## config.mk

```make
export PLATFORM = sky130hd
export DESIGN_NAME = bbpm_div
export DESIGN_NICKNAME = d
export VERILOG_FILES = /design/src/hw/rtl/bbpm_pkg.sv /design/src/hw/rtl/bbpm_div.sv
export SDC_FILE = /design/constraint.sdc
export NUM_CORES = 2
export LEC_CHECK = 0
export BUFFER_PORTS_ARGS = -buffer_cell sky130_fd_sc_hd__buf_4
export CORE_AREA = 5 5 473 359
export DETAILED_ROUTE_END_ITERATION = 8
export DIE_AREA = 0 0 478 364
export PLACE_DENSITY = 0.65
export REMOVE_ABC_BUFFERS = 1
export SETUP_SLACK_MARGIN = 0.2
export SYNTH_ARGS = -nofsm -noshare
export SYNTH_HDL_FRONTEND = slang
export SYNTH_SLANG_ARGS = --single-unit
```

## constraint.sdc

```tcl
create_clock -name clk -period 7.76 [get_ports clk]
set_input_delay 0.776 -clock clk [delete_from_list [all_inputs] [get_ports clk]]
set_output_delay 0.776 -clock clk [all_outputs]
set_load 0.05 [all_outputs]
```

## src/hw/rtl/bbpm_pkg.sv

```systemverilog
// ----------------------------------------------------------------------------
// bbpm_pkg
// Shared widths, types and constants for the bone matrix pipeline.
// ----------------------------------------------------------------------------
package bbpm_pkg;

  localparam int CoordW = 24;
  localparam int MatW   = 32;
  localparam int DiffW  = 25;
  localparam int SqW    = 52;  // dx*dx + dy*dy
  localparam int RadW   = 66;  // l2 << 14
  localparam int LenW   = 33;  // isqrt result
  localparam int NumW   = 49;  // d * 2^23
  localparam int TrigW  = 18;  // |c|,|s| <= 65536, signed

  localparam logic [MatW-1:0] One = 32'sd65536;

  typedef enum logic {
    OP_BIND = 1'b0,
    OP_POSE = 1'b1
  } op_t;

  typedef struct packed {
    logic [MatW-1:0] m00;
    logic [MatW-1:0] m01;
    logic [MatW-1:0] m02;
    logic [MatW-1:0] m10;
    logic [MatW-1:0] m11;
    logic [MatW-1:0] m12;
  } mat_t;

  // Floor shift of a wide signed value followed by 32-bit saturation.
  function automatic logic [MatW-1:0] fsat(input logic signed [71:0] v, input int n);
    logic signed [71:0] q;
    begin
      q = v >>> n;
      if (q > 72'sd2147483647) fsat = 32'h7fffffff;
      else if (q < -72'sd2147483648) fsat = 32'h80000000;
      else fsat = q[MatW-1:0];
    end
  endfunction

endpackage

```

## src/hw/rtl/bbpm_div.sv

```systemverilog
// ----------------------------------------------------------------------------
// bbpm_div
// Pipelined signed divider, one quotient bit per stage, truncating to zero.
// ----------------------------------------------------------------------------
module bbpm_div #(
  parameter int SideW = 8
) (
  input  logic                              clk,
  input  logic                              rst,
  input  logic                              en,
  input  logic                              in_valid,
  input  logic signed [bbpm_pkg::NumW-1:0]  num,
  input  logic [bbpm_pkg::LenW-1:0]         den,
  input  logic [SideW-1:0]                  in_side,
  output logic                              out_valid,
  output logic signed [bbpm_pkg::TrigW-1:0] quo,
  output logic [SideW-1:0]                  out_side
);
  import bbpm_pkg::*;

  // |num|/den <= 65536 always, so 17 quotient bits suffice.
  localparam int QB   = 17;
  localparam int MagW = NumW;
  localparam int RemW = LenW + 1;

  logic [MagW-1:0]  mag [QB+1];
  logic [RemW-1:0]  rem [QB+1];
  logic [QB-1:0]    q   [QB+1];
  logic             neg [QB+1];
  logic [LenW-1:0]  dn  [QB+1];
  logic             vld [QB+1];
  logic [SideW-1:0] sd  [QB+1];
  logic [MagW-1:0]  abs_num;

  assign abs_num = num[NumW-1] ? MagW'(-num) : MagW'(num);

  // Top bits of the magnitude above the quotient range seed the remainder.
  assign rem[0] = RemW'(abs_num >> QB);
  assign mag[0] = abs_num << (MagW - QB);
  assign q[0]   = '0;
  assign neg[0] = num[NumW-1];
  assign dn[0]  = den;
  assign vld[0] = in_valid;
  assign sd[0]  = in_side;

  for (genvar g = 0; g < QB; g++) begin : g_stage
    logic [RemW-1:0] sh;
    always_comb sh = {rem[g][RemW-2:0], mag[g][MagW-1]};
    always_ff @(posedge clk) begin
      if (rst) begin
        vld[g+1] <= 1'b0;
      end else if (en) begin
        vld[g+1] <= vld[g];
      end
      if (en) begin
        if (sh >= {1'b0, dn[g]}) begin
          rem[g+1] <= sh - {1'b0, dn[g]};
          q[g+1]   <= {q[g][QB-2:0], 1'b1};
        end else begin
          rem[g+1] <= sh;
          q[g+1]   <= {q[g][QB-2:0], 1'b0};
        end
        mag[g+1] <= {mag[g][MagW-2:0], 1'b0};
        neg[g+1] <= neg[g];
        dn[g+1]  <= dn[g];
        sd[g+1]  <= sd[g];
      end
    end
  end

  assign out_valid = vld[QB];
  assign quo = neg[QB] ? -TrigW'({1'b0, q[QB]}) : TrigW'({1'b0, q[QB]});
  assign out_side = sd[QB];
endmodule

```

==> metrics.yaml <==
start_util_pct: 49.8
critPathBufInv: 2
place_area_sq_um: 85200
dp_hpwl_microns: 127000
synth_edf_count: 1498
setup_slack_ns: 1.62
setup_viol: 0
final_layout_size_suffix_gt1_share_pct: 8.67
syn_to_final_growth_pct: 10.3
wl_microns: 168000
io_buffers: 120
ys.flop_type: "edfxtp_1"
irDropWorstVdd_mv: 0.217
cpPeakStageDelay_ns: 0.64
final_antenna_net_count: 0
dr.pass1.iters: 7
grt_pass1_vias: 53400
cts-root-buf: "clkbuf_16"
grt_max_degree: 170
period_minus_slack_ns: 6.14
crit_type: "in2reg"
hold_violations: 0
vias: 52500
htree_levels: 4
cts_tree: "yes"
cts.path.max_buffers: 3
fin_nets: 7900
design_area_sq_um: 90200
rsz0062_at_grt: "no"
cts_buffers: 157
cp.required_ns: 8.29
dieArea_sq_um: 174000
syn_avg_cell_area_sq_um: 11.6
crit_chain: "buf_4 > nor3_1 > nand4_1 > or3_1 > or4_4 > or2_2 > o41ai_1 > xnor2_1 > ha_1 > a21o_1 > a21o_1 > a211oi_1 > o21ai_0 > o211ai_1 > a21oi_1 > o21ai_4 > buf_4 > mux2_2"
final_common_cell: "edfxtp_1"
clkTransAtPathRegs_ns: 0.06
fin_cells: 9509
nFillCells: 13600
synthCells: 7079
cpLargestDelayFamily: "simple AND/OR/NAND/NOR gates"
start_kind: "primary input"
drtIter0Drc: 3318
rows: 129
synth_cell_types: 83
die_h_microns: 364
skew_ns: 0.0221
yosys_warnings: 0
slowest_stage: "or3_1"
finalCritPeriodShare_pct: 79.2
cellPowerDensity_nw_per_um2: 394
min-delay-path-class: "in2reg"
fin_tns_setup_ns: 0
grt_usage_pct: 19.1
place_ws_ns: 0.791
mostFrequentLayoutCells: "edfxtp_1, inv_1, a21oi_1, ha_1, nand2_1"
ys_ff_latch: 1515
clock_latency_ns: 0.78
final-max-slew-violation-count: 0
cp_data_arrival_time_ns: 6.68
status: "finished, final reports clean"
maxCapViolations: 0
gp_congestion: 0.917
tightestPinTransition_ns: 1.21
cts_resized: 0
viasPerCell: 5.52
drc: 0
routedWlPerCell_microns: 17.7
grt_overflow: 0
antenna_found_initial: 2
netlist_area_sq_um: 81800
placed_cells: 9229
slew_headroom_pct: 19.2
crit_path_end_kind: "register"
total_leakage_power_nw: 36.5
ys_seq_area_share_pct: 55.4
postCtsSetupBuffers: 0
fp.dieW_microns: 478
cts_hold_buffers: 0
ioPinCount: 121
cts.sinks: 1515
core_sq_um: 164000
async_flop_share_pct: 0
grt_pass1_wl_microns: 272000
fmax_ghz: 0.163
worst-path-max-fanout: 28
cells by family after synthesis:
family                     count (synthesis)  share of synthesized area, %
DFF                                     1515                          55.4
and+or+nand+nor                         1519                          8.84
buffers and inverters                    888                          4.14
xor gates and xnor gates                 499                          5.35
adders and majority gates                579                          9.01
AOI/OAI and AO/OA                       1845                          14.1
muxes                                    234                          3.17
power by group:
group	internal [mW]	leakage (nW)	switching, mW
Sequential	11.8	14.8	0.937
Clock	4.16	2.41	3.15
Combinational	6.71	19.3	8.82
Total	22.7	36.5	12.9
final timing paths:
| check | startpoint | to | slack, ns | cells past startpoint |
|---|---|---|---|---|
| worst max-delay path | num[6] | g_stage[1].sh[2] | 1.62 | 18 |
| worst max register to register | dn[165] | g_stage[13].sh[4] | 2.96 | 13 |
| worst min-delay path | in_side[7] | sd[135] | 0.17 | 1 |
| worst min register to register | mag[537] | g_stage[8].sh[0] | 0.41 | 0 |
flip-flops by register name, summed over array words and instances (netlist names):
register    count
g_stage.sh    544
dn            528
q             153
sd            128
mag           120
neg            17
vld            16
out_side        8
out_valid       1
layer usage:
layer	vias up	track usage, %	wire length (microns)
met5	-	0	0
met4	0	8.86	7690
li1	26300	-	-
met2	1095	34.8	84600
met1	24800	22.5	70300
met3	403	2.70	5400
per-stage QoR:
step / hold WS [ns] / util, % / power [mW]
finish: 0.171 / 54.9 / 35.6
global route: 0.104 / 54.9 / 38.1
CTS: 0.0898 / 54.9 / 35.8
detailed placement: 0.405 / 51.9 / 28.3
global placement: 0.400 / 51.9 / 28.0
floorplan: 0.400 / - / 24.4
worst register-to-register path, cell delays in order (launching register included):
cell      delay [ns]
edfxtp_1        0.40
ha_1            0.25
fa_1            0.41
nor2b_1         0.13
o21ai_0         0.11
a21boi_0        0.41
o21ai_0         0.24
a21oi_1         0.54
o31ai_1         0.34
o21ai_0         0.29
a211oi_1        0.20
o31ai_4         0.39
buf_4           0.43
mux2_2          0.43
synth_stat cells (all sizes together) (71+ instances only):
library cell	count	area, sq um
o21ai	447	2240
xnor2	313	2740
mux2	201	2260
nor2b	73	457
a21oi	584	2920
a21o	278	2090
nand4	83	519
nor2	398	1490
nor3	76	380
nand2b	71	452
clkbuf	138	518
o21a	78	586
nand3	111	556
edfxtp	1498	45000
inv	716	2690
ha	563	7040
nand2	485	1820
xor2	186	1630
cell type report:
type	count	area, sq um	share of cell area [%]
antenna	1	2.50	0.00277
clock buffer	192	4140	4.59
clock inverter	87	848	0.941
inverter	716	2690	2.98
multi-input combinational	4676	33200	36.8
sequential	1515	45300	50.3
tap	2161	2700	3.00
timing repair buffer	161	1290	1.43
Power figures use the tool's default switching activity.
