==> src/hw/rtl/bbpm_pkg.sv <==
// ----------------------------------------------------------------------------
// bbpm_pkg
// Shared widths, types and constants for the bone matrix pipeline.
// ----------------------------------------------------------------------------
package bbpm_pkg;

  localparam int CoordW = 24;
  localparam int MatW   = 32;
  localparam int DiffW  = 25;
  localparam int SqW    = 52;  // dx*dx + dy*dy
  localparam int RadW   = 66;  // l2 << 14
  localparam int LenW   = 33;  // isqrt result
  localparam int NumW   = 49;  // d * 2^23
  localparam int TrigW  = 18;  // |c|,|s| <= 65536, signed

  localparam logic [MatW-1:0] One = 32'sd65536;

  typedef enum logic {
    OP_BIND = 1'b0,
    OP_POSE = 1'b1
  } op_t;

  typedef struct packed {
    logic [MatW-1:0] m00;
    logic [MatW-1:0] m01;
    logic [MatW-1:0] m02;
    logic [MatW-1:0] m10;
    logic [MatW-1:0] m11;
    logic [MatW-1:0] m12;
  } mat_t;

  // Floor shift of a wide signed value followed by 32-bit saturation.
  function automatic logic [MatW-1:0] fsat(input logic signed [71:0] v, input int n);
    logic signed [71:0] q;
    begin
      q = v >>> n;
      if (q > 72'sd2147483647) fsat = 32'h7fffffff;
      else if (q < -72'sd2147483648) fsat = 32'h80000000;
      else fsat = q[MatW-1:0];
    end
  endfunction

endpackage

==> src/hw/rtl/bbpm_sqrt.sv <==
// ----------------------------------------------------------------------------
// bbpm_sqrt
// Pipelined integer square root, two result bits per stage, with sideband.
// ----------------------------------------------------------------------------
module bbpm_sqrt #(
  parameter int SideW = 8
) (
  input  logic                        clk,
  input  logic                        rst,
  input  logic                        en,
  input  logic                        in_valid,
  input  logic [bbpm_pkg::RadW-1:0]   x,
  input  logic [SideW-1:0]            in_side,
  output logic                        out_valid,
  output logic [bbpm_pkg::LenW-1:0]   root,
  output logic [SideW-1:0]            out_side
);
  import bbpm_pkg::*;

  localparam int Bits   = 34;   // root bits for a 68-bit radicand
  localparam int Stages = Bits / 2;
  localparam int RemW   = Bits + 2;

  logic [67:0]     xs   [Stages+1];
  logic [RemW-1:0] rem  [Stages+1];
  logic [Bits-1:0] rt   [Stages+1];
  logic            vld  [Stages+1];
  logic [SideW-1:0] sd  [Stages+1];

  assign xs[0]  = {2'b00, x};
  assign rem[0] = '0;
  assign rt[0]  = '0;
  assign vld[0] = in_valid;
  assign sd[0]  = in_side;

  // Each stage resolves two root bits (one per half-step) in a narrow loop.
  for (genvar g = 0; g < Stages; g++) begin : g_stage
    logic [RemW-1:0] r_c;
    logic [Bits-1:0] q_c;
    logic [67:0]     x_c;
    logic [RemW-1:0] trial;
    always_comb begin
      r_c = rem[g];
      q_c = rt[g];
      x_c = xs[g];
      for (int k = 0; k < 2; k++) begin
        r_c   = {r_c[RemW-3:0], x_c[67:66]};
        x_c   = {x_c[65:0], 2'b00};
        trial = {q_c[Bits-3:0], 2'b01};
        if (r_c >= trial) begin
          r_c = r_c - trial;
          q_c = {q_c[Bits-2:0], 1'b1};
        end else begin
          q_c = {q_c[Bits-2:0], 1'b0};
        end
      end
    end
    always_ff @(posedge clk) begin
      if (rst) begin
        vld[g+1] <= 1'b0;
      end else if (en) begin
        vld[g+1] <= vld[g];
      end
      if (en) begin
        rem[g+1] <= r_c;
        rt[g+1]  <= q_c;
        xs[g+1]  <= x_c;
        sd[g+1]  <= sd[g];
      end
    end
  end

  assign out_valid = vld[Stages];
  assign root      = rt[Stages][LenW-1:0];
  assign out_side  = sd[Stages];
endmodule

==> config.mk <==
export PLATFORM = sky130hd
export DESIGN_NAME = bbpm_sqrt
export DESIGN_NICKNAME = d
export VERILOG_FILES = /design/src/hw/rtl/bbpm_pkg.sv /design/src/hw/rtl/bbpm_sqrt.sv
export SDC_FILE = /design/constraint.sdc
export NUM_CORES = 2
export LEC_CHECK = 0
export BUFFER_PORTS_ARGS = -buffer_cell sky130_fd_sc_hd__buf_2
export CORE_MARGIN = 5
export CORE_UTILIZATION = 65
export DETAILED_ROUTE_END_ITERATION = 8
export PLACE_DENSITY = 0.82
export SYNTH_ARGS = -nofsm -noshare
export SYNTH_HDL_FRONTEND = slang
export SYNTH_SLANG_ARGS = --single-unit
export TNS_END_PERCENT = 100
==> constraint.sdc <==
create_clock -name clk -period 8.8 [get_ports clk]
set_input_delay 0 -clock clk [delete_from_list [all_inputs] [get_ports clk]]
set_output_delay 0 -clock clk [all_outputs]
set_load 0.02 [all_outputs]
==> metrics.txt <==
Via Count 70,352; Cell Chain, Critical Path inv_1 > ha_1 > nand4_1 > or4_1 > nor2_1 > o21ai_0 > nand2_1 > buf_4 > inv_2 > o31ai_1 > ha_1 > and3_1 > nand3_1 > or2_2 > or3_1 > o21ai_0 > buf_4 > a21oi_1 > nor3_1 > nand2b_2 > buf_4 > xnor2_1; # DRC 0; Post-synth EDFFs 1,482; IO Count 120; Die Y 385 um; Crit Path Class flop to flop; top cell type's share of synthesized area 48.6%; Final setup viols 0; xor/xnor share of the synthesized area 7.93%; Crit-path slowest cell nand2b_2; number of global-route vias before repair 68,283; hold path cells 3; Initial Utilization 65.5%; synthesized area 0.0915 mm^2; global-route wire length before repair 381,000 um; largest family of logic cells by synthesized area compound AO/OA/AOI/OAI gates; fraction of the mapped netlist area in adder cells 8.18%; multi-input logic area 0.0439 mm^2; synth top area cells edfxtp_1, ha_1, xnor2_1, a21oi_1, nor2_1; Sw Pwr 0.0116 W; met3 Use GR 4.35%; hpwl dp 179,000 um; Post-synth top cells edfxtp_1, a21oi_1, nor2_1, nand2_1, ha_1; fraction of registers with async set/reset 0%; port bufs 119; antenna violations before repair 3; Int Pwr 0.0186 W; FILL cells 9,932; Final Instance Area 0.101 mm^2; Worst Max-Slew Pin Slew 1.12 ns; total power divided by cell area 299 mW/mm^2; fin crit share 85.2%; met1 Usage GRT 41.9%; GRT Max-Usage Layer met2; total global-route track usage 32.5%; Synth Instances 8,695; post-DR wirelength/cell 22.3 um; die extent in x 385 um; critical path's most frequent cell buf_4; first-pass detailed-route iteration total 8; max-slew violations 0; DR iter-0 viols 6,897; Max VDD drop 0.269 mV; clk slew on worst S/H paths 0.06 ns; yosys warns 0; Comb pwr share 42.9%; WP buf/inv 5; CTS tree yes; Num CTS Buffers 156; syn_area_per_cell 10.5 um^2; cell family with most CP delay simple AND/OR/NAND/NOR gates; Static Leakage 39.6 nW; final hold vios 0; GPL Wtd Cong 0.970; setup TNS 0 ns; critical path startpoint category flop; relative slew slack 25.1%; Stages on worst setup path 22; Clock power frac 22.7%; WP data arrival 8.02 ns; Crit. End Element flop; Final #Nets 9,646; unrepaired setup endpoints after global routing false; vias per inst 6.41; clk buf depth 3; Most used DFF post-synth edfxtp_1; simple-gate portion of the synthesized area 14.9%; Tot Pwr 0.0302 W; flops & latches, synth 1,499; Seq pwr share 34.4%; Yosys cell types 103; WHS 0.0757 ns; status finished clean; # Max-Cap Violations 0; Worst-Skew Late Latency 0.80 ns; multiplexer share of the synthesized area 1.78%; slowest stage delay, CP 0.72 ns; share of cells above drive strength 1 7.16%; Sw Ratio 38.3%; H-Tree Depth 4; R2R depth 22; final setup margin 1.30 ns; worst path required time 9.32 ns; Synth area leader edfxtp_1; core area 0.140 mm^2; area added between synthesis and finish 10.4%; GR Util met2 55.5%; Storage cell area 0.0448 mm^2; share of the synthesized area in compound gates (AO/OA/AOI/OAI) 15.2%; Rows 137; post-synthesis sequential area ratio 49.0%; ANT nets after route 0; Sink Count 1,499; clk_skew 0.0333 ns; Clock Tree Root clkbuf_16; CP Max Fanout 38; placed cell areas 0.0941 mm^2; total die area 0.148 mm^2; f_max 133 MHz; largest net degree at the start of global routing 166; Place WS 1.45 ns; most numerous cell in the Yosys netlist edfxtp_1; Syn Nets 9,371; Hold Crit Class input port to flop; drt total wl 244,000 um; total grt overflow 0; r2r setup slk 1.30 ns; minimum clock period 7.50 ns
## metrics by stage
| step | instances | utilization, % |
|---|---|---|
| 2_1_floorplan | 8695 | - |
| 3_3_place_gp | 10533 | 67.4 |
| 3_5_place_dp | 10533 | 67.4 |
| 4_1_cts | 10973 | 72.3 |
| 5_1_grt | 10973 | 72.3 |
| 6_report | 10976 | 72.3 |
## power by group through the flow
| stage | sequential (W) | clock, W | combinational (W) |
|---|---|---|---|
| 2_1_floorplan | 0.00998 | 0 | 0.00964 |
| 3_3_place_gp | 0.0105 | 0 | 0.0123 |
| 3_5_place_dp | 0.0105 | 0 | 0.0125 |
| 4_1_cts | 0.0103 | 0.00693 | 0.0127 |
| 5_1_grt | 0.0104 | 0.00729 | 0.0142 |
| 6_report | 0.0104 | 0.00686 | 0.0130 |
## layer usage
layer	routed length [um]	part of all wire [%]
met4	12800	5.2
met2	118000	48
met1	97300	40
met5	0	0
met3	16400	6.7
## final timing paths
check | startpoint | end
max | rt[150]$_DFFE_PP_ | rem[108]$_DFFE_PP_
min | x[65] | rem[577]$_DFFE_PP_
max reg2reg | rt[150]$_DFFE_PP_ | rem[108]$_DFFE_PP_
min reg2reg | sd[59]$_DFFE_PP_ | sd[51]$_DFFE_PP_
## area by class of cell
cell class | count | share of cell area, %
Sequential cell | 1499 | 44.4
Multi-Input combinational cell | 6468 | 43.5
Clock buffer | 181 | 4.00
Timing Repair Buffer | 330 | 2.63
Tap cell | 1876 | 2.32
Inverter | 515 | 1.92
Clock inverter | 104 | 1.24
Antenna cell | 3 | 0.00743
## worst reg2reg max path, cell delays in order, from the launching register on
cell and delay, ns:
edfxtp_1 0.50, inv_1 0.12, ha_1 0.43, nand4_1 0.19, or4_1 0.61, nor2_1 0.34, o21ai_0 0.35, nand2_1 0.16
buf_4 0.35, inv_2 0.33, o31ai_1 0.49, ha_1 0.26, and3_1 0.24, nand3_1 0.13, or2_2 0.36, or3_1 0.34
o21ai_0 0.18, buf_4 0.17, a21oi_1 0.12, nor3_1 0.35, nand2b_2 0.72, buf_4 0.36, xnor2_1 0.11
## kinds of logic after synthesis
family                   Yosys count
other                              1
flip-flops                      1499
XOR/XNOR                         828
adder cells (fa/ha/maj)          598
AO/OA/AOI/OAI                   2181
multiplexers                     149
AND/OR/NAND/NOR                 2711
buffers and inverters            728
## cell usage in the layout, fill, tap and decap left out, types with 52 or more instances in the layout
cell type	count
o211ai_1	52
nand3_1	205
mux2_2	111
and2_1	60
buf_2	118
dlygate4sd3_1	155
a211oi_1	83
ha_1	598
nand4_1	139
xnor2_1	534
o21a_1	85
nand2_1	676
a31oi_1	77
o21bai_1	66
a21o_1	285
inv_1	503
or3_1	72
a21oi_1	718
nand2b_1	76
edfxtp_1	1482
clkbuf_16	158
o21ai_0	419
and3_1	87
nor2_1	697
o31ai_1	60
nor3_1	208
xor2_1	294
nor4_1	111
nor2b_1	90
## flip-flops by register name, summed over array words and instances (netlist names)
register,cells
out_valid,1
g_stage.x_c,480
root,33
sd,128
xs,64
rt,256
rem,513
out_side,8
vld,16
## what timing repair did
item,4_1_cts,5_1_grt
resized for setup,0,0
buffers inserted,0,0
hold endpoints to repair,219,0
hold buffers,155,0
Power figures use the tool's default switching activity.
